File: config.mk
export PLATFORM = sky130hd
export DESIGN_NAME = svr_ram
export DESIGN_NICKNAME = d
export VERILOG_FILES = /design/src/rtl/svr_ram.sv
export SDC_FILE = /design/constraint.sdc
export NUM_CORES = 2
export LEC_CHECK = 0
export ABC_AREA = 0
export BUFFER_PORTS_ARGS = -buffer_cell sky130_fd_sc_hd__buf_2
export CORE_ASPECT_RATIO = 0.5
export CORE_MARGIN = 5
export CORE_UTILIZATION = 40
export CTS_BUF_LIST = sky130_fd_sc_hd__clkbuf_8
export DETAILED_ROUTE_END_ITERATION = 8
export SYNTH_ARGS = -nofsm -noshare
export SYNTH_HDL_FRONTEND = slang
export SYNTH_SLANG_ARGS = --single-unit
File: constraint.sdc
create_clock -name clk -period 7 [get_ports clk]
set_input_delay 1.05 -clock clk [delete_from_list [all_inputs] [get_ports clk]]
set_output_delay 1.05 -clock clk [all_outputs]
set_load 0.05 [all_outputs]
File: src/rtl/svr_ram.sv
// generic single-port-write ram with registered read
module svr_ram #(
    parameter int WIDTH = 8,
    parameter int DEPTH = 256
) (
    input  logic                     clk,
    input  logic                     we,
    input  logic [$clog2(DEPTH)-1:0] waddr,
    input  logic [WIDTH-1:0]         wdata,
    input  logic [$clog2(DEPTH)-1:0] raddr,
    output logic [WIDTH-1:0]         rdata
);

    logic [WIDTH-1:0] mem [DEPTH];
    logic [WIDTH-1:0] rdata_reg;

    always_ff @(posedge clk)
    begin
        if (we)
        begin
            mem[waddr] <= wdata;
        end
        rdata_reg <= mem[raddr];
    end

    assign rdata = rdata_reg;

endmodule

==> impl_summary.md <==
Floorplan
The site row count is between 100 and 150. The region available for standard cell placement spans around 200,000 µm². Measured along the x axis, the die boundary spans about 640 µm.

The overall die area is around 210,000 µm². The initial standard-cell utilization of the core is between 40% and 50%. The vertical die dimension is 325 µm. In this run the count of I/O pins placed on the die edge is 34.

Critical path
Setup slack on the worst reg-to-reg path comes out at ~3.9 ns. The worst setup path is captured at a register. The worst setup path is launched from a primary input. Data arrives at the worst endpoint at slightly below 5 ns. Data on the critical path is required at its endpoint by between 7 and 8 ns. The terminus of the critical flop-to-flop path is rdata[3].

The worst register-to-register path begins at mem[80][3]. The worst reg-to-reg path cell count is 6. Along the worst path, the maximum fanout reaches 50. The critical path is of the in2reg type.

STA
Setup repair after global routing left no endpoint under its margin. After layout, the worst setup slack is 2.96 ns. The max-slew violation count came to 0.

Of the available clock period, the critical path in the final layout requires 57.7%. The peak clock frequency supported by timing is ~0.25 GHz. The pin slew with the least headroom to its limit is 1.38 ns. The final clock skew is approximately 0.044 ns. The setup violation total in the final timing report is 0. The routed design could run at a clock period as short as 4.04 ns. The hold violation count in the final report was 0. In the final timing run, aggregate negative setup slack is 0 ns.

The normalized max-slew margin is under 10%.

Synth
Counting flops with a built-in enable in the synthesized netlist gives around 2,000. The synthesized-area fraction occupied by adder cells is 0%. The simple-gate share of the synthesized area is around 2.6%. The compound-gate portion of the synthesized area is 3.42%. The share of flip-flops with an asynchronous set or reset after synthesis is 0%. The post-synthesis instance area is 79,600 µm². In the synthesized netlist, mux cells make up ~15% of the area. The xor and xnor area share after synthesis is 0%. A synthesized cell averages 21.3 µm².

Yosys printed 0 warnings. After synthesis, the largest family of logic cells by area is multiplexers. After synthesis the netlist holds a flip-flop and latch count of between 2,000 and 2,500. Of the synthesized area, sequential elements account for 77.5%. The unique cell type count in the Yosys netlist is 55. The number of nets handed over by synthesis was 3,759. The synthesized instance count is 3,733. For this run, the leading register cell type out of synthesis is sky130_fd_sc_hd__edfxtp_1.

Placed design
Once placement finished, the instance area stood at around 83,000 µm². Port buffering added 33 buffers. The minimum setup slack after placement is 1.96 ns. Once placement completed, the tool counted placed cells totaling 6,256.

The routability congestion estimate is 0.827. Summed over all nets, the half-perimeter wirelength after detailed placement is ~120,000 µm.

Clock tree
The depth of the CTS H-tree is 5. The number of buffers on the longest clock path is 4. Clock-pin slew was measured on the worst setup and hold paths at roughly 0.060 ns.

Counting every sink on the clock net gives about 2,000. The total clock buffers created by CTS is approximately 310. At the later pin of the worst-skew pair, clock insertion delay measures around 1 ns. The number of gates resized after CTS was 0.

The number of setup buffers added after CTS is 0. CTS placed an instance of sky130_fd_sc_hd__clkbuf_8 at the clock tree root. The clock tree from TritonCTS is done.

Buffers inserted to repair hold after CTS numbered 0.

Drt
For this run, the detailed router's first-pass iteration total came to 5. For this run, design rule violations remaining after detail routing come to 0. The initial DRC count is approximately 4,700. The number of vias per cell after detailed routing is between 5 and 6. In this run the remaining antenna-violating nets after routing total 0. For this block, the via count after detailed routing is between 30,000 and 40,000. After detailed routing, the average wire length per cell comes to around 30 µm. Wires add up to 201,000 µm.

Layout
The number of standard cells in the final layout excluding fillers is roughly 7,000. The area growth from synthesis to layout is 10.5%. The share of final-layout standard cells stronger than drive strength 1 is 23.0%. The final non-filler cell area is ~88,000 µm². The flip-flop count of the largest register, all copies and words added is around 2,000. The layout net count is between 3,000 and 4,000.

Run status
The run finished with clean final reports.

Min path
The origin of the worst min-delay path is wdata[2]. In this run the worst hold path is classified as in2reg. Along the worst hold path, the cell count comes to 1. The worst hold path terminates at mem[194][2].

Run
The number of maximum-capacitance violations is 0.

GRT
The initial antenna violation count came to 10. The total congestion overflow after global routing is 0. Entering global routing, the biggest net connects 190 pins.

The global-route usage over all layers is 19.1%. The first global-routing pass estimated about 290,000 µm of wire. The number of global-route vias before repair came to between 30,000 and 40,000.

Power
The power per cell area is roughly 270 nW/µm². In this run the static leakage power is 0.0271 µW. IR analysis of the VDD net gives a maximum drop of 0.220 mV.
## critical path: stages
cell and delay [ns]:
sky130_fd_sc_hd__buf_8 0.56, sky130_fd_sc_hd__buf_4 0.69, sky130_fd_sc_hd__buf_4 0.65, sky130_fd_sc_hd__mux2i_1 0.26, sky130_fd_sc_hd__o221ai_1 0.17, sky130_fd_sc_hd__o211ai_1 0.28, sky130_fd_sc_hd__a21oi_1 0.10, sky130_fd_sc_hd__nor4_2 0.86
sky130_fd_sc_hd__nor4_1 0.16
## cells in the mapped netlist (13+ instances only)
master / n / share of area, %
sky130_fd_sc_hd__nor3_1: 22 / 0.14
sky130_fd_sc_hd__edfxtp_1: 2048 / 77
sky130_fd_sc_hd__a221oi_1: 13 / 0.14
sky130_fd_sc_hd__nand3_1: 34 / 0.21
sky130_fd_sc_hd__mux2i_1: 134 / 1.7
sky130_fd_sc_hd__buf_8: 13 / 0.25
sky130_fd_sc_hd__a211oi_1: 16 / 0.15
sky130_fd_sc_hd__nand2_1: 33 / 0.16
sky130_fd_sc_hd__a22oi_1: 133 / 1.3
sky130_fd_sc_hd__mux4_2: 454 / 13
sky130_fd_sc_hd__nor2b_1: 31 / 0.24
sky130_fd_sc_hd__a21oi_1: 96 / 0.60
sky130_fd_sc_hd__o221ai_1: 46 / 0.51
sky130_fd_sc_hd__clkbuf_1: 111 / 0.52
sky130_fd_sc_hd__nor4_1: 24 / 0.19
sky130_fd_sc_hd__buf_2: 31 / 0.20
sky130_fd_sc_hd__buf_6: 21 / 0.30
sky130_fd_sc_hd__buf_1: 22 / 0.10
sky130_fd_sc_hd__o22ai_1: 28 / 0.22
sky130_fd_sc_hd__buf_4: 27 / 0.25
sky130_fd_sc_hd__nor2_1: 282 / 1.3
## area by class of cell
type	count	area, µm²
Antenna cell	11	27.5
Clock inverter	208	857
Inverter	2	7.51
Multi-Input combinational cell	1442	16500
Tap cell	2632	3290
Timing Repair Buffer	124	1120
Sequential cell	2056	61700
Fill cell	16645	109000
Clock buffer	324	4460
## metrics by stage
step           total power [µW]  utilization [%]  hold WS (ns)
3_3_place_gp              15100             41.9          1.00
3_5_place_dp              15100             41.9          1.05
4_1_cts                   23800             44.6         0.535
2_1_floorplan             14500                -         0.770
6_report                  23600             44.6         0.576
5_1_grt                   24400             44.6         0.577
## layer usage
metal  vias to the layer above  part of all wire, %  GRT usage, %
met5                         -               0.0045             0
met4                         2                  2.3          5.36
met3                       340                  8.6          4.11
met2                      1846                   47          29.5
met1                     21024                   42          27.5
li1                      16128                    -             -
## how the worst max path moves through the flow
stage | startpoint | endpoint
final | raddr[0] | rdata[4]
after global routing | raddr[0] | rdata[3]
after CTS | raddr[0] | rdata[2]
after detailed placement | raddr[0] | rdata[2]
after global placement | raddr[0] | rdata[1]
after floorplan | raddr[0] | rdata[2]
## cell families after synthesis
group           Yosys count
compound gates          385
buf+inv                 235
flops                  2056
mux                     591
simple gates            466
## layout by cell type, fill, tap and decap left out, types with 4 or more instances in the layout
cell	synthesis	routed
sky130_fd_sc_hd__nor2_1	282	279
sky130_fd_sc_hd__clkinv_2	0	18
sky130_fd_sc_hd__nand4_1	10	10
sky130_fd_sc_hd__a211oi_1	16	16
sky130_fd_sc_hd__o221ai_1	46	46
sky130_fd_sc_hd__a21oi_1	96	96
sky130_fd_sc_hd__o32ai_1	4	4
sky130_fd_sc_hd__a22o_1	8	8
sky130_fd_sc_hd__nor4_2	3	8
sky130_fd_sc_hd__a22oi_1	133	133
sky130_fd_sc_hd__clkinv_1	1	70
sky130_fd_sc_hd__clkinvlp_4	0	6
sky130_fd_sc_hd__nor3_1	22	22
sky130_fd_sc_hd__mux2i_1	134	134
sky130_fd_sc_hd__buf_12	8	14
sky130_fd_sc_hd__o21ai_0	10	10
sky130_fd_sc_hd__buf_2	31	22
sky130_fd_sc_hd__nand2_1	33	32
sky130_fd_sc_hd__o211ai_1	10	10
sky130_fd_sc_hd__and2_1	6	6
sky130_fd_sc_hd__a221oi_1	13	13
sky130_fd_sc_hd__dfxtp_1	8	8
sky130_fd_sc_hd__clkbuf_8	0	332
sky130_fd_sc_hd__buf_4	27	78
sky130_fd_sc_hd__o22a_1	5	5
sky130_fd_sc_hd__inv_1	1	114
sky130_fd_sc_hd__or2_2	4	4
sky130_fd_sc_hd__nand3_1	34	32
sky130_fd_sc_hd__nor4_1	24	19
sky130_fd_sc_hd__o22ai_1	28	28
sky130_fd_sc_hd__edfxtp_1	2048	2048
sky130_fd_sc_hd__nor2b_1	31	28
sky130_fd_sc_hd__diode_2	0	11
sky130_fd_sc_hd__nand2b_1	8	8
sky130_fd_sc_hd__mux4_2	454	454
## power by group
part           total (µW)  internal (µW)  switching (µW)
Sequential          13600          13600            24.2
Combinational        1240            401             841
Clock                8780           4300            4480
Note: power is estimated with default switching activity, not from simulation.
