$ cat src/rtl/svr_pkg.sv
// shared types and constants of the serial attribute video renderer
package svr_pkg;

    localparam int CHARSET_DEPTH = 4096;
    localparam int CHARSET_AW    = $clog2(CHARSET_DEPTH);
    localparam int CHARSET_W     = 6;
    localparam int VISIBLE_LINES = 224;
    localparam int LINES_FIFTY   = 308 + 4;
    localparam int LINES_SIXTY   = 260 + 4;
    localparam int HIRES_LIMIT   = 200;
    localparam int START_FIFTY   = (LINES_FIFTY - VISIBLE_LINES) / 2;
    localparam int START_SIXTY   = (LINES_SIXTY - VISIBLE_LINES) / 2;

    localparam int QUEUE_DEPTH = 4;
    localparam int QUEUE_AW    = $clog2(QUEUE_DEPTH);
    localparam int QUEUE_CW    = $clog2(QUEUE_DEPTH + 1);

    localparam int IN_DATA_W  = 24;
    localparam int IN_USER_W  = 2;
    localparam int OUT_DATA_W = 32;

    typedef enum logic [1:0] {
        CMD_TICK    = 2'd0,
        CMD_CELL    = 2'd1,
        CMD_CHARSET = 2'd2,
        CMD_NONE    = 2'd3
    } cmd_t;

    typedef enum logic [1:0] {
        ATTR_FORE = 2'd0,
        ATTR_TEXT = 2'd1,
        ATTR_BACK = 2'd2,
        ATTR_MODE = 2'd3
    } attr_kind_t;

    typedef struct packed {
        logic       hires_fetch;
        logic       frame_start;
        logic       line_visible;
        logic [7:0] screen_line;
        logic [2:0] mode_bits;
    } status_t;

    typedef struct packed {
        logic [5:0] pattern;
        logic [2:0] fg;
        logic [2:0] bg;
        status_t    status;
    } render_t;

    typedef struct packed {
        logic [QUEUE_CW-1:0] fill;
        logic                empty;
    } queue_status_t;

endpackage

$ cat src/rtl/svr_back.sv
// back end: expands patterns into pixels and holds the output register
module svr_back (
    input  logic                           clk,
    input  logic                           rst_n,
    input  svr_pkg::queue_status_t         q_status,
    input  svr_pkg::render_t               head,
    output logic                           pop,
    output logic                           m_axis_tvalid,
    input  logic                           m_axis_tready,
    output logic [svr_pkg::OUT_DATA_W-1:0] m_axis_tdata
);

    logic                           m_valid_reg;
    logic [svr_pkg::OUT_DATA_W-1:0] m_data_reg, m_data_next;
    logic [17:0]                    pixels;

    assign pop = !q_status.empty && (!m_valid_reg || m_axis_tready);

    // pixel 0 takes the top pattern bit
    always_comb
    begin
        for (int k = 0; k < 6; k++)
        begin
            pixels[3*k +: 3] = head.pattern[5-k] ? head.fg : head.bg;
        end
        m_data_next = {head.status.mode_bits, head.status.screen_line,
                       head.status.line_visible, head.status.frame_start,
                       head.status.hires_fetch, pixels};
    end

    always_ff @(posedge clk or negedge rst_n)
    begin
        if (!rst_n)
        begin
            m_valid_reg <= 1'b0;
        end
        else if (pop)
        begin
            m_valid_reg <= 1'b1;
        end
        else if (m_axis_tready)
        begin
            m_valid_reg <= 1'b0;
        end
    end

    always_ff @(posedge clk)
    begin
        if (pop)
        begin
            m_data_reg <= m_data_next;
        end
    end

    assign m_axis_tvalid = m_valid_reg;
    assign m_axis_tdata  = m_data_reg;

endmodule

$ cat config.mk
export PLATFORM = sky130hd
export DESIGN_NAME = svr_back
export DESIGN_NICKNAME = d
export VERILOG_FILES = /design/src/rtl/svr_pkg.sv /design/src/rtl/svr_back.sv
export SDC_FILE = /design/constraint.sdc
export NUM_CORES = 1
export LEC_CHECK = 0
export BUFFER_PORTS_ARGS = -buffer_cell sky130_fd_sc_hd__buf_2
export CAP_MARGIN = 25
export CELL_PAD_IN_SITES_DETAIL_PLACEMENT = 0
export CELL_PAD_IN_SITES_GLOBAL_PLACEMENT = 2
export CORE_ASPECT_RATIO = 0.7
export CORE_MARGIN = 2
export CORE_UTILIZATION = 28
export CTS_CLUSTER_SIZE = 24
export DETAILED_ROUTE_END_ITERATION = 7
export PLACE_DENSITY = 0.77
export SLEW_MARGIN = 0
export SYNTH_ARGS = -nofsm -noshare
export SYNTH_HDL_FRONTEND = slang
export SYNTH_SLANG_ARGS = --single-unit
$ cat constraint.sdc
create_clock -name clk -period 2.8 [get_ports clk]
set_input_delay 0.28 -clock clk [delete_from_list [all_inputs] [get_ports clk]]
set_output_delay 0.28 -clock clk [all_outputs]
set_load 0.05 [all_outputs]
==> results.sh <==
export IMPL_status="completed"
export IMPL_ctsLongestPathBuffers=2
export IMPL_drive_above_1_share_pct=57.0
export IMPL_reg2reg_to="m_axis_tdata[10]"
export IMPL_slowest_stage="a21oi_4"
export IMPL_grt_max_degree=19
export IMPL_r2r_start="m_axis_tvalid"
export IMPL_final_setup_tns_ns=0
export IMPL_port_buffers=63
export IMPL_fmaxAchievable_mhz=548
export IMPL_drt_iter0_markers=48
export IMPL_post_cts_buffers=0
export IMPL_fillers=377
export IMPL_clock_skew_ns=0.00604
export IMPL_dp_hpwl_um=1930
export IMPL_p_comb_share_pct=17.5
export IMPL_slew_headroom_pct=65.5
export IMPL_cap_violations=0
export IMPL_initial_utilization_pct=30.0
export IMPL_startpoint_type="register"
export IMPL_ys_warn_count=0
export IMPL_ir_worst_vdd_mv=0.282
export IMPL_die_y_um=58.9
export IMPL_synth_top_area_share_pct=79.7
export IMPL_rows=19
export IMPL_switching_power_w=0.000324
export IMPL_cts_root_buf="clkbuf_8"
export IMPL_leakage_nw=0.705
export IMPL_die_x_um=82.4
export IMPL_seq_area_frac_synth_pct=81.7
export IMPL_grt_remaining_overflow=0
export IMPL_htreeDepth=2
export IMPL_ff2ff_path_depth=2
export IMPL_power_frac_clock_pct=30.4
export IMPL_p_seq_share_pct=52.1
export IMPL_required_ns=2.52
export IMPL_drc=0
export IMPL_clk_pin_slew_ns=0.07
export IMPL_synth_top_area_cell="edfxtp_1"
export IMPL_core_area_um2=4020
export IMPL_synthTopCellsByArea="edfxtp_1 80%, mux2_1 17%, dfrtp_1 2.1%"
export IMPL_drtAntennaViolNets=0
export IMPL_tightestPinTransition_ns=0.517
export IMPL_power_density_nw_per_um2=660
export IMPL_yosysMostFrequentCell="edfxtp_1"
export IMPL_routabilityCongestion=0.704
export IMPL_critPathMaxStageDelay_ns=0.47
export IMPL_antenna_found_initial=0
export IMPL_area_growth_pct=41.1
export IMPL_crit_end="pop"
export IMPL_worst_path_buf_inv=1
export IMPL_slew_violations=0
export IMPL_startpoint="m_axis_tvalid"
export IMPL_crit_path_cell_trace="a21oi_4 > buf_2"
export IMPL_dr_pass1_iters=2
export IMPL_hold_violations=0
export IMPL_crit_type="reg -> out"
export IMPL_die_area_um2=4860
export IMPL_ys_ff_latch=33
export IMPL_wire_per_inst_um=14.6
export IMPL_numCtsBuffers=5
export IMPL_avgSynthCellArea_um2=21.9
export IMPL_synth_edf_count=32
export IMPL_synthFlopType="edfxtp_1"
export IMPL_viasPerCell=4.22
export IMPL_grt_usage_pct=11.3
export IMPL_arrival_ns=1.55
export IMPL_grt_pass1_vias=808
export IMPL_n_antenna_cell=0
export IMPL_ys_async_sr_fraction_pct=3.03
export IMPL_wl_um=2630
export IMPL_hold_class="in -> reg"
export IMPL_fin_crit_sh_pct=65.2
export IMPL_syn_num_nets=88
export IMPL_grt_pass1_wl_um=3780
export IMPL_r2r_setup_slack_ns=1.23
export IMPL_vias=759
export IMPL_path_max_fanout=16
export IMPL_synth_cells=55
export IMPL_seq_area_um2=986
export IMPL_period_needed_ns=1.83
export IMPL_syn_area_um2=1210
export IMPL_total_power_w=0.00112
export IMPL_cp_top_family="compound AO/OA/AOI/OAI gates"
export IMPL_clock_latency_ns=0.28
export IMPL_synth_common_cells="32 x edfxtp_1, 18 x mux2_1, 2 x inv_1"
export IMPL_p_sw_share_pct=28.9
export IMPL_multi_input_area_um2=224
export IMPL_cp_depth=2
export IMPL_cts_resized=0
export IMPL_cts_tree="done"
export IMPL_yosysUniqueCellTypes=6
export IMPL_fin_nets=160
export IMPL_p_int_w=0.000799
export IMPL_pin_count=67
export IMPL_cp_end_kind="primary output"
export IMPL_cts_sinks=33
export IMPL_rsz0062_at_grt="no"
export IMPL_setup_viol=0
metal layers:
| layer | GRT usage, % | share of wire [%] | vias up |
|---|---|---|---|
| met4 | 7.14 | 1.8 | 0 |
| met2 | 18.9 | 48 | 40 |
| met5 | 0 | 0 | - |
| met1 | 11.2 | 37 | 347 |
| met3 | 5.52 | 14 | 7 |
| li1 | - | - | 365 |
registers in the layout, summed over array words and instances (netlist names):
name and count:
m_axis_tvalid 1, m_axis_tdata 32
cell usage in the layout, fill, tap and decap left out:
cell	count
o21ai_0	1
buf_4	1
buf_2	63
a21oi_4	1
clkbuf_8	5
inv_1	2
clkinvlp_4	1
clkinv_2	2
edfxtp_1	32
mux2_1	18
dfrtp_1	1
dlygate4sd3_1	1
power by group through the flow:
stage	clock network, W	registers [W]	logic, W
after floorplan	0	0.000699	0.0000298
after global placement	0	0.000596	0.000194
after detailed placement	0	0.000596	0.000197
after CTS	0.000360	0.000586	0.000198
after global routing	0.000384	0.000588	0.000207
final	0.000342	0.000586	0.000196
cells by family (layout without fill, tap and decap cells):
| logic type | after synthesis | in the layout | synth area share [%] |
|---|---|---|---|
| compound gates | 2 | 2 | 0.829 |
| buf+inv | 2 | 75 | 0.623 |
| flops | 33 | 33 | 81.7 |
| mux | 18 | 18 | 16.8 |
layout make-up:
| type | count | area share (%) |
|---|---|---|
| sequential | 33 | 57.9 |
| clock buffer | 5 | 4.04 |
| tap | 52 | 3.82 |
| multi-input combinational | 20 | 13.2 |
| inverter | 2 | 0.441 |
| timing repair buffer | 65 | 19.6 |
| clock inverter | 3 | 1.03 |
per-stage QoR:
| step | cells | utilization (%) | instance area, µm² | setup WS (ns) | hold WS (ns) |
|---|---|---|---|---|---|
| 3_5_place_dp | 171 | 40.0 | 1610 | 1.23 | 0.0579 |
| 6_report | 180 | 42.4 | 1700 | 0.974 | 0.168 |
| 4_1_cts | 180 | 42.4 | 1700 | 0.955 | 0.156 |
| 5_1_grt | 180 | 42.4 | 1700 | 0.920 | 0.152 |
| 2_1_floorplan | 55 | - | 1210 | 0.423 | -0.0156 |
| 3_3_place_gp | 171 | 40.0 | 1610 | 1.29 | 0.0545 |
repair_timing:
action	4_1_cts	5_1_grt
hold buffers	1	0
endpoints found under the setup margin	0	0
hold endpoints to repair	1	0
worst min path at each step:
stage / startpoint / end / slack [ns] / depth (start not counted)
after floorplan: rst_n / m_axis_tvalid / -0.02 / 0
after global placement: rst_n / m_axis_tvalid / 0.05 / 1
after detailed placement: rst_n / m_axis_tvalid / 0.06 / 1
after CTS: head[10] / m_axis_tdata[28] / 0.16 / 1
after global routing: head[11] / m_axis_tdata[20] / 0.15 / 1
final: head[10] / m_axis_tdata[28] / 0.17 / 1
Note: power is estimated with default switching activity, not from simulation.
