File: src/rtl/svr_pkg.sv
// shared types and constants of the serial attribute video renderer
package svr_pkg;

    localparam int CHARSET_DEPTH = 4096;
    localparam int CHARSET_AW    = $clog2(CHARSET_DEPTH);
    localparam int CHARSET_W     = 6;
    localparam int VISIBLE_LINES = 224;
    localparam int LINES_FIFTY   = 308 + 4;
    localparam int LINES_SIXTY   = 260 + 4;
    localparam int HIRES_LIMIT   = 200;
    localparam int START_FIFTY   = (LINES_FIFTY - VISIBLE_LINES) / 2;
    localparam int START_SIXTY   = (LINES_SIXTY - VISIBLE_LINES) / 2;

    localparam int QUEUE_DEPTH = 4;
    localparam int QUEUE_AW    = $clog2(QUEUE_DEPTH);
    localparam int QUEUE_CW    = $clog2(QUEUE_DEPTH + 1);

    localparam int IN_DATA_W  = 24;
    localparam int IN_USER_W  = 2;
    localparam int OUT_DATA_W = 32;

    typedef enum logic [1:0] {
        CMD_TICK    = 2'd0,
        CMD_CELL    = 2'd1,
        CMD_CHARSET = 2'd2,
        CMD_NONE    = 2'd3
    } cmd_t;

    typedef enum logic [1:0] {
        ATTR_FORE = 2'd0,
        ATTR_TEXT = 2'd1,
        ATTR_BACK = 2'd2,
        ATTR_MODE = 2'd3
    } attr_kind_t;

    typedef struct packed {
        logic       hires_fetch;
        logic       frame_start;
        logic       line_visible;
        logic [7:0] screen_line;
        logic [2:0] mode_bits;
    } status_t;

    typedef struct packed {
        logic [5:0] pattern;
        logic [2:0] fg;
        logic [2:0] bg;
        status_t    status;
    } render_t;

    typedef struct packed {
        logic [QUEUE_CW-1:0] fill;
        logic                empty;
    } queue_status_t;

endpackage

File: src/rtl/svr_queue.sv
// short fifo between the front end and the pixel back end
module svr_queue (
    input  logic                   clk,
    input  logic                   rst_n,
    input  logic                   push,
    input  svr_pkg::render_t       push_item,
    input  logic                   pop,
    output svr_pkg::render_t       head,
    output svr_pkg::queue_status_t q_status
);

    svr_pkg::render_t entry_reg [svr_pkg::QUEUE_DEPTH];

    logic [svr_pkg::QUEUE_AW-1:0] wr_ptr_reg, wr_ptr_next;
    logic [svr_pkg::QUEUE_AW-1:0] rd_ptr_reg, rd_ptr_next;
    logic [svr_pkg::QUEUE_CW-1:0] fill_reg, fill_next;

    always_comb
    begin
        wr_ptr_next = wr_ptr_reg;
        rd_ptr_next = rd_ptr_reg;
        fill_next   = fill_reg;
        if (push)
        begin
            wr_ptr_next = wr_ptr_reg + 1'b1;
        end
        if (pop)
        begin
            rd_ptr_next = rd_ptr_reg + 1'b1;
        end
        case ({push, pop})
            2'b10:   fill_next = fill_reg + 1'b1;
            2'b01:   fill_next = fill_reg - 1'b1;
            default: fill_next = fill_reg;
        endcase
    end

    always_ff @(posedge clk or negedge rst_n)
    begin
        if (!rst_n)
        begin
            wr_ptr_reg <= '0;
            rd_ptr_reg <= '0;
            fill_reg   <= '0;
        end
        else
        begin
            wr_ptr_reg <= wr_ptr_next;
            rd_ptr_reg <= rd_ptr_next;
            fill_reg   <= fill_next;
        end
    end

    always_ff @(posedge clk)
    begin
        if (push)
        begin
            entry_reg[wr_ptr_reg] <= push_item;
        end
    end

    assign head           = entry_reg[rd_ptr_reg];
    assign q_status.fill  = fill_reg;
    assign q_status.empty = (fill_reg == '0);

endmodule

File: config.mk
export PLATFORM = sky130hd
export DESIGN_NAME = svr_queue
export DESIGN_NICKNAME = d
export VERILOG_FILES = /design/src/rtl/svr_pkg.sv /design/src/rtl/svr_queue.sv
export SDC_FILE = /design/constraint.sdc
export NUM_CORES = 1
export LEC_CHECK = 0
export BUFFER_PORTS_ARGS = -buffer_cell sky130_fd_sc_hd__buf_2
export CAP_MARGIN = 10
export CORE_MARGIN = 2
export CORE_UTILIZATION = 56
export DETAILED_ROUTE_END_ITERATION = 16
export PLACE_DENSITY = 0.78
export RECOVER_POWER = 50
export SYNTH_ARGS = -nofsm -noshare
export SYNTH_HDL_FRONTEND = slang
export SYNTH_SLANG_ARGS = --single-unit
File: constraint.sdc
create_clock -name clk -period 1.9 [get_ports clk]
set_input_delay 0.19 -clock clk [delete_from_list [all_inputs] [get_ports clk]]
set_output_delay 0.19 -clock clk [all_outputs]
set_load 0.02 [all_outputs]
==> flow_summary.ini, run 1 <==
[pwr]
p_per_area_nw_per_um2 = 1490
power_uw = 7180
combPwrFrac_pct = 36.4
sequentialPowerShare_pct = 47.4
p_int_uw = 4830
swShare_pct = 32.8
clockPowerShare_pct = 16.2
p_leak_uw = 0.00167
p_sw_uw = 2350
ir_drop_mv = 0.892

[synth]
synth_seq_area_share_pct = 78.7
synth.cells.most_frequent = edfxtp_1 (104), mux4_2 (18), mux4_1 (8)
syn-instance-count = 172
synth_xor_area_share_pct = 1.25
synth_area_sq_um = 4190
synth-seq-cells = 111
yosys.cell_count.top_type = edfxtp_1
synth_area_leaders = edfxtp_1 (74%), mux4_2 (9.7%), mux4_1 (5.0%)
ys_types = 17
async_flop_share_pct = 6.31
synth_flop_cell = edfxtp_1
synth_top_family_by_area = multiplexers
synth-edff-count = 104
synth_compound_area_share_pct = 0.239
synth_top_area_share_pct = 74.5
yosys.area_share.adder_pct = 1.97
yosysWarnings = 0
synth.largest_area_cell = edfxtp_1
synth.area.mux_share_pct = 14.7
yosys.area_share.simple_pct = 1.07
synth_nets = 208
syn_area_per_cell_sq_um = 24.4

[die]
die_h_um = 90.5
boundaryPins = 60
rows = 31
dieArea_sq_um = 8190
die_w_um = 90.5
start_util_pct = 57.8
core-area_sq_um = 7250

[sta]
maxSlewViolCount = 0
fin_crit_sh_pct = 100
fmax_mhz = 524
max_slew_margin_pct = 73.4
post-route-min-period_ns = 1.91
hold_violations = 0
tightestPinTransition_ns = 0.399
finClkSkew_ns = 0.0110
rsz0062_at_grt = yes
worst_slack_ns = -0.00783
setup_viol = 2

[placed_design]
gp_congestion = 0.689
hpwl_um = 4450
io_buffers = 59

[routing]
drc_errors = 0
drt_iter0_markers = 133
dr.pass1.iters = 5
viasPerCell = 5.58
wl_per_cell_um = 19.6
ant_nets = 0
finalWirelength_um = 6870
via_count = 1952

[outcome]
violations = negative setup slack
status = complete, but fails checks

[critical_path]
cp.arrival_ns = 1.72
r2r-start = wr_ptr_reg[1]$_DFFE_PN0P_
crit_fanout = 11
reg2reg_slack_ns = 0.37
r2r-end = entry_reg[1][13]$_DFFE_PP_
start_kind = flip-flop
reg2reg_depth = 4
crit_type = flip-flop to output port
critPathCaptureType = output port
required_ns = 1.71

[clocking]
clk_latency_ns = 0.36
cts_root_buf = clkbuf_8
cts_tree = built
cts_made_buffers = 9
ctsHtreeMaxLevel = 3
clk_path_buf_depth = 2
post_cts_buffers = 0
clkTransAtPathRegs_ns = 0.09
cts_sinks = 111

[hold_path]
hold_path_class = input pin to flip-flop
min_delay_path_depth = 2
worstHoldStart = pop
worstHoldEndpoint = rd_ptr_reg[0]$_DFFE_PN0P_

[grt]
antenna_found_initial = 0
grt_overflow = 0
grt_max_degree = 27
grt_pass1_vias = 2130
grt_pass1_wl_um = 10900
grt_usage_pct = 18.2

[layout]
finish.utilization_pct = 66.5
num-nets-final = 284
fillCellCount = 477
regArea_sq_um = 3300
multi_input_area_sq_um = 806
largest_reg_flops = 104
area_delta_synth_final_pct = 15.1
antenna_cells_inserted = 0
drive_gt1_share_pct = 29.1

[flow_run]
cap_viol_max_count = 0
==> repair_timing <==
| action | 4_1_cts | 5_1_grt |
|---|---|---|
| hold endpoints to repair | 7 | 0 |
| setup endpoints to repair | 9 | 21 |
| cloned | 0 | 1 |
| resized for setup | 0 | 4 |
| hold buffers | 1 | 0 |
==> worst max path at each step <==
stage                                    startpoint                         to
after floorplan           wr_ptr_reg[0]$_DFFE_PN0P_  entry_reg[2][0]$_DFFE_PP_
after global placement    rd_ptr_reg[0]$_DFFE_PN0P_                    head[2]
after detailed placement                       push    fill_reg[2]$_DFFE_PN0P_
after CTS                 rd_ptr_reg[0]$_DFFE_PN0P_                    head[3]
after global routing      rd_ptr_reg[0]$_DFFE_PN0P_                    head[3]
final                     rd_ptr_reg[0]$_DFFE_PN0P_                    head[3]
==> layer usage <==
| metal | track usage [%] | up-vias | share of wire (%) |
|---|---|---|---|
| met4 | 7.95 | 0 | 2.0 |
| met3 | 4.67 | 13 | 4.0 |
| met5 | 0 | - | 0 |
| li1 | - | 856 | - |
| met1 | 22.3 | 1029 | 43 |
| met2 | 30.9 | 54 | 51 |
==> metrics by stage <==
stage / hold WS [ns] / area (sq um) / instances / setup TNS, ns / worst slack (ns)
finish: 0.0433 / 4820 / 350 / -0.00833 / -0.00783
global route: 0.0435 / 4820 / 350 / -1.02 / -0.0677
CTS: 0.0250 / 4820 / 349 / -0.267 / -0.0516
detailed placement: 0.0368 / 4660 / 334 / 0 / 0.345
global placement: 0.0335 / 4660 / 334 / 0 / 0.366
floorplan: -0.106 / 4190 / 172 / 0 / 0.239
==> cell type report <==
type | instances | share of cell area (%)
Inverter | 6 | 0.467
Clock buffer | 9 | 2.57
Tap cell | 99 | 2.57
Sequential cell | 111 | 68.4
Clock inverter | 5 | 0.571
Multi-Input combinational cell | 49 | 16.7
Timing Repair Buffer | 71 | 8.74
==> cells in the final DEF (no fill, tap or decap), drive strengths merged <==
cell	count
and2	4
buf	42
clkbuf	37
clkinv	4
clkinvlp	1
dfrtp	7
dlygate4sd3	1
edfxtp	104
fa	1
ha	5
inv	6
mux4	26
nand2	3
nor2	1
nor3	1
o21ai	2
xnor2	2
xor2	4
==> power groups by stage <==
| stage | Clock, uW | Sequential (uW) | Combinational [uW] |
|---|---|---|---|
| after CTS | 1190 | 3400 | 2590 |
| final | 1160 | 3400 | 2620 |
| after floorplan | 0 | 3410 | 1800 |
| after global placement | 0 | 3420 | 2530 |
| after detailed placement | 0 | 3450 | 2570 |
| after global routing | 1280 | 3450 | 2800 |
==> worst max-delay path, cell delays in order, from the launching register on <==
cell	delay [ns]
dfrtp_2	0.44
buf_12	0.17
mux4_1	0.56
buf_2	0.18
==> kinds of logic after synthesis <==
kind of cell    after synthesis
compound gates                2
xor+xnor                      6
fa+ha+maj                     6
buf+inv                      12
flops                       111
mux                          26
simple gates                  9
Power figures use the tool's default switching activity.
==> inputs of run 2 (changes only) <==
--- a/config.mk
+++ b/config.mk
@@ -5,6 +5,7 @@
 export SDC_FILE = /design/constraint.sdc
 export NUM_CORES = 1
 export LEC_CHECK = 0
+export ABC_AREA = 1
 export BUFFER_PORTS_ARGS = -buffer_cell sky130_fd_sc_hd__buf_2
 export CAP_MARGIN = 10
 export CORE_MARGIN = 2
==> run 2 against run 1 <==
The flow now finishes without violations. Sequential cell count did not move. Synthesized cell count rose by 100%. Via count increased by 39%. Combinational power is 33% higher. Critical path depth rose by 2. Clock power up 45%. Synthesized area up 11%. Cell count is 52% higher. Non-clock buffer count rose by 6. Wire length rose by 18%. Power increased by 19%.
==> flow_summary.ini, run 2 <==
[outcome]
status = completed

[die]
start_util_pct = 57.2
boundaryPins = 60
die_w_um = 95.2
die_h_um = 95.2
rows = 33
core-area_sq_um = 8130
dieArea_sq_um = 9060

[critical_path]
cpPeakStageDelay_ns = 0.54
cp_top_family = flip-flops
start_kind = flip-flop
r2r-end = entry_reg[3][17]$_DFFE_PP_
crit_chain = buf_12 -> clkbuf_16 -> o211ai_2 -> nand2_1 -> buf_2
reg2reg_depth = 4
required_ns = 1.71
crit_type = flip-flop to output port
critPathCaptureType = output port
reg2reg_slack_ns = 0.29
cp.arrival_ns = 1.66
slowest_stage = dfrtp_4
crit_fanout = 17
crit_buf_inv = 3
r2r-start = wr_ptr_reg[0]$_DFFE_PN0P_

[routing]
finalWirelength_um = 8100
wl_per_cell_um = 15.3
dr.pass1.iters = 4
viasPerCell = 5.11
drc_errors = 0
via_count = 2711
ant_nets = 0
drt_iter0_markers = 126

[sta]
post-route-min-period_ns = 1.85
worst_slack_ns = 0.0464
maxSlewViolCount = 0
rsz0062_at_grt = no
fin_crit_sh_pct = 97.6
hold_violations = 0
finClkSkew_ns = 0.00808
tightestPinTransition_ns = 0.716
setup_viol = 0
max_slew_margin_pct = 52.3
fmax_mhz = 539
setup_tns_ns = 0

[synth]
synth_seq_area_share_pct = 70.8
synth.largest_area_cell = edfxtp_1
yosys.area_share.adder_pct = 1.77
synth-edff-count = 104
synth-seq-cells = 111
synth_area_sq_um = 4660
syn_area_per_cell_sq_um = 13.3
synth_top_area_share_pct = 67.1
synth.cells.most_frequent = edfxtp_1 (104), nand2_1 (89), inv_1 (65)
synth.area.mux_share_pct = 0
synth_area_leaders = edfxtp_1 (67%), nand2_1 (7.2%), o211ai_1 (5.3%)
synth_nets = 387
synth_flop_cell = edfxtp_1
synth_top_family_by_area = compound AO/OA/AOI/OAI gates
yosysWarnings = 0
yosys.cell_count.top_type = edfxtp_1
ys_types = 18
synth_compound_area_share_pct = 10.6
async_flop_share_pct = 6.31
yosys.area_share.simple_pct = 7.52
synth_xor_area_share_pct = 0.752
syn-instance-count = 351

[layout]
stdcell_count = 531
antenna_cells_inserted = 0
area_delta_synth_final_pct = 14.9
num-nets-final = 457
final_cell_mix = edfxtp_1 (104), nand2_1 (89), inv_1 (65)
drive_gt1_share_pct = 19.2
final_common_cell = edfxtp_1
largest_reg_flops = 104
design_area_sq_um = 5350

[flow_run]
cap_viol_max_count = 0

[placed_design]
hpwl_um = 4860
post_dp_cell_area_sq_um = 5040
dp_cells = 509
detailedPlace.worstSlack_ns = 0.365
io_buffers = 59
gp_congestion = 0.760

[pwr]
clockPowerShare_pct = 19.6
p_per_area_nw_per_um2 = 1600
sequentialPowerShare_pct = 39.7
power_uw = 8580
combPwrFrac_pct = 40.7
p_leak_uw = 0.00219
swShare_pct = 37.6
p_int_uw = 5350
ir_drop_mv = 1.15
p_sw_uw = 3230

[clocking]
clkTransAtPathRegs_ns = 0.09
clk_path_buf_depth = 2
clk_latency_ns = 0.36
cts_tree = built
cts_root_buf = clkbuf_8
ctsHtreeMaxLevel = 3
cts_made_buffers = 9
cts_sinks = 111

[hold_path]
worstHoldStart = pop
worstHoldEndpoint = rd_ptr_reg[0]$_DFFE_PN0P_
hold_path_class = input pin to flip-flop
min_delay_path_depth = 2

[grt]
antenna_found_initial = 0
grt_pass1_wl_um = 12300
grt_pass1_vias = 2569
grt_overflow = 0
grt_max_degree = 35
grt_usage_pct = 18.5
-- run 2: kinds of logic (layout without fill, tap and decap cells) --
family / Yosys count / in the layout
buf+inv: 84 / 159
xor+xnor: 4 / 4
simple gates: 92 / 92
fa+ha+maj: 6 / 6
compound gates: 54 / 54
flops: 111 / 111
-- run 2: stage by stage --
stage               hold slack, ns  util [%]
finish                      0.0629      65.8
global route                0.0553      65.8
CTS                         0.0192      65.9
detailed placement          0.0369      62.0
global placement            0.0330      62.0
floorplan                   -0.106         -
-- run 2: routing by layer --
layer  share of wire [%]  GRT usage [%]  up-vias
li1                    -              -     1336
met1                  44           23.3     1303
met2                  50           30.9       59
met3                 4.0           3.48       13
met4                 2.1           8.94        0
met5                   0              0        -
-- run 2: what timing repair did --
action                                  in CTS  in global routing
setup buffers                                2                  2
pin swaps                                    0                  6
gates resized for setup                      1                  4
endpoints found under the setup margin      14                 16
hold buffers                                 1                  0
hold endpoints to repair                     7                  0
gates cloned                                 1                  1
-- run 2: power groups by stage --
stage	Sequential, uW	Clock [uW]	Combinational (uW)
after floorplan	3440	0	2430
after global placement	3480	0	3160
after detailed placement	3510	0	3220
after CTS	3420	1700	3460
after global routing	3450	1790	3830
final	3410	1680	3490
-- run 2: cell type report --
| type | count | area, sq um |
|---|---|---|
| Fill cell | 590 | 2780 |
| Sequential cell | 111 | 3300 |
| Tap cell | 105 | 131 |
| Inverter | 66 | 250 |
| Clock buffer | 10 | 138 |
| Multi-Input combinational cell | 156 | 963 |
| Timing Repair Buffer | 77 | 450 |
| Clock inverter | 6 | 115 |
-- run 2: worst register-to-register path, stage by stage, from the launching register on --
cell	delay, ns
dfrtp_1	0.42
ha_1	0.16
nand2_1	0.05
inv_1	0.07
clkbuf_1	0.55
-- run 2: worst max-delay path by stage --
stage                                   start                         to  slack [ns]  depth (start not counted)
floorplan           wr_ptr_reg[0]$_DFFE_PN0P_  entry_reg[2][0]$_DFFE_PP_        0.34                          4
global placement    rd_ptr_reg[0]$_DFFE_PN0P_                   head[24]        0.40                          5
detailed placement  rd_ptr_reg[0]$_DFFE_PN0P_                   head[10]        0.36                          5
CTS                 rd_ptr_reg[0]$_DFFE_PN0P_                    head[5]        0.01                          4
global route        rd_ptr_reg[0]$_DFFE_PN0P_                   head[10]       0.004                          5
finish              rd_ptr_reg[0]$_DFFE_PN0P_                   head[10]        0.05                          5
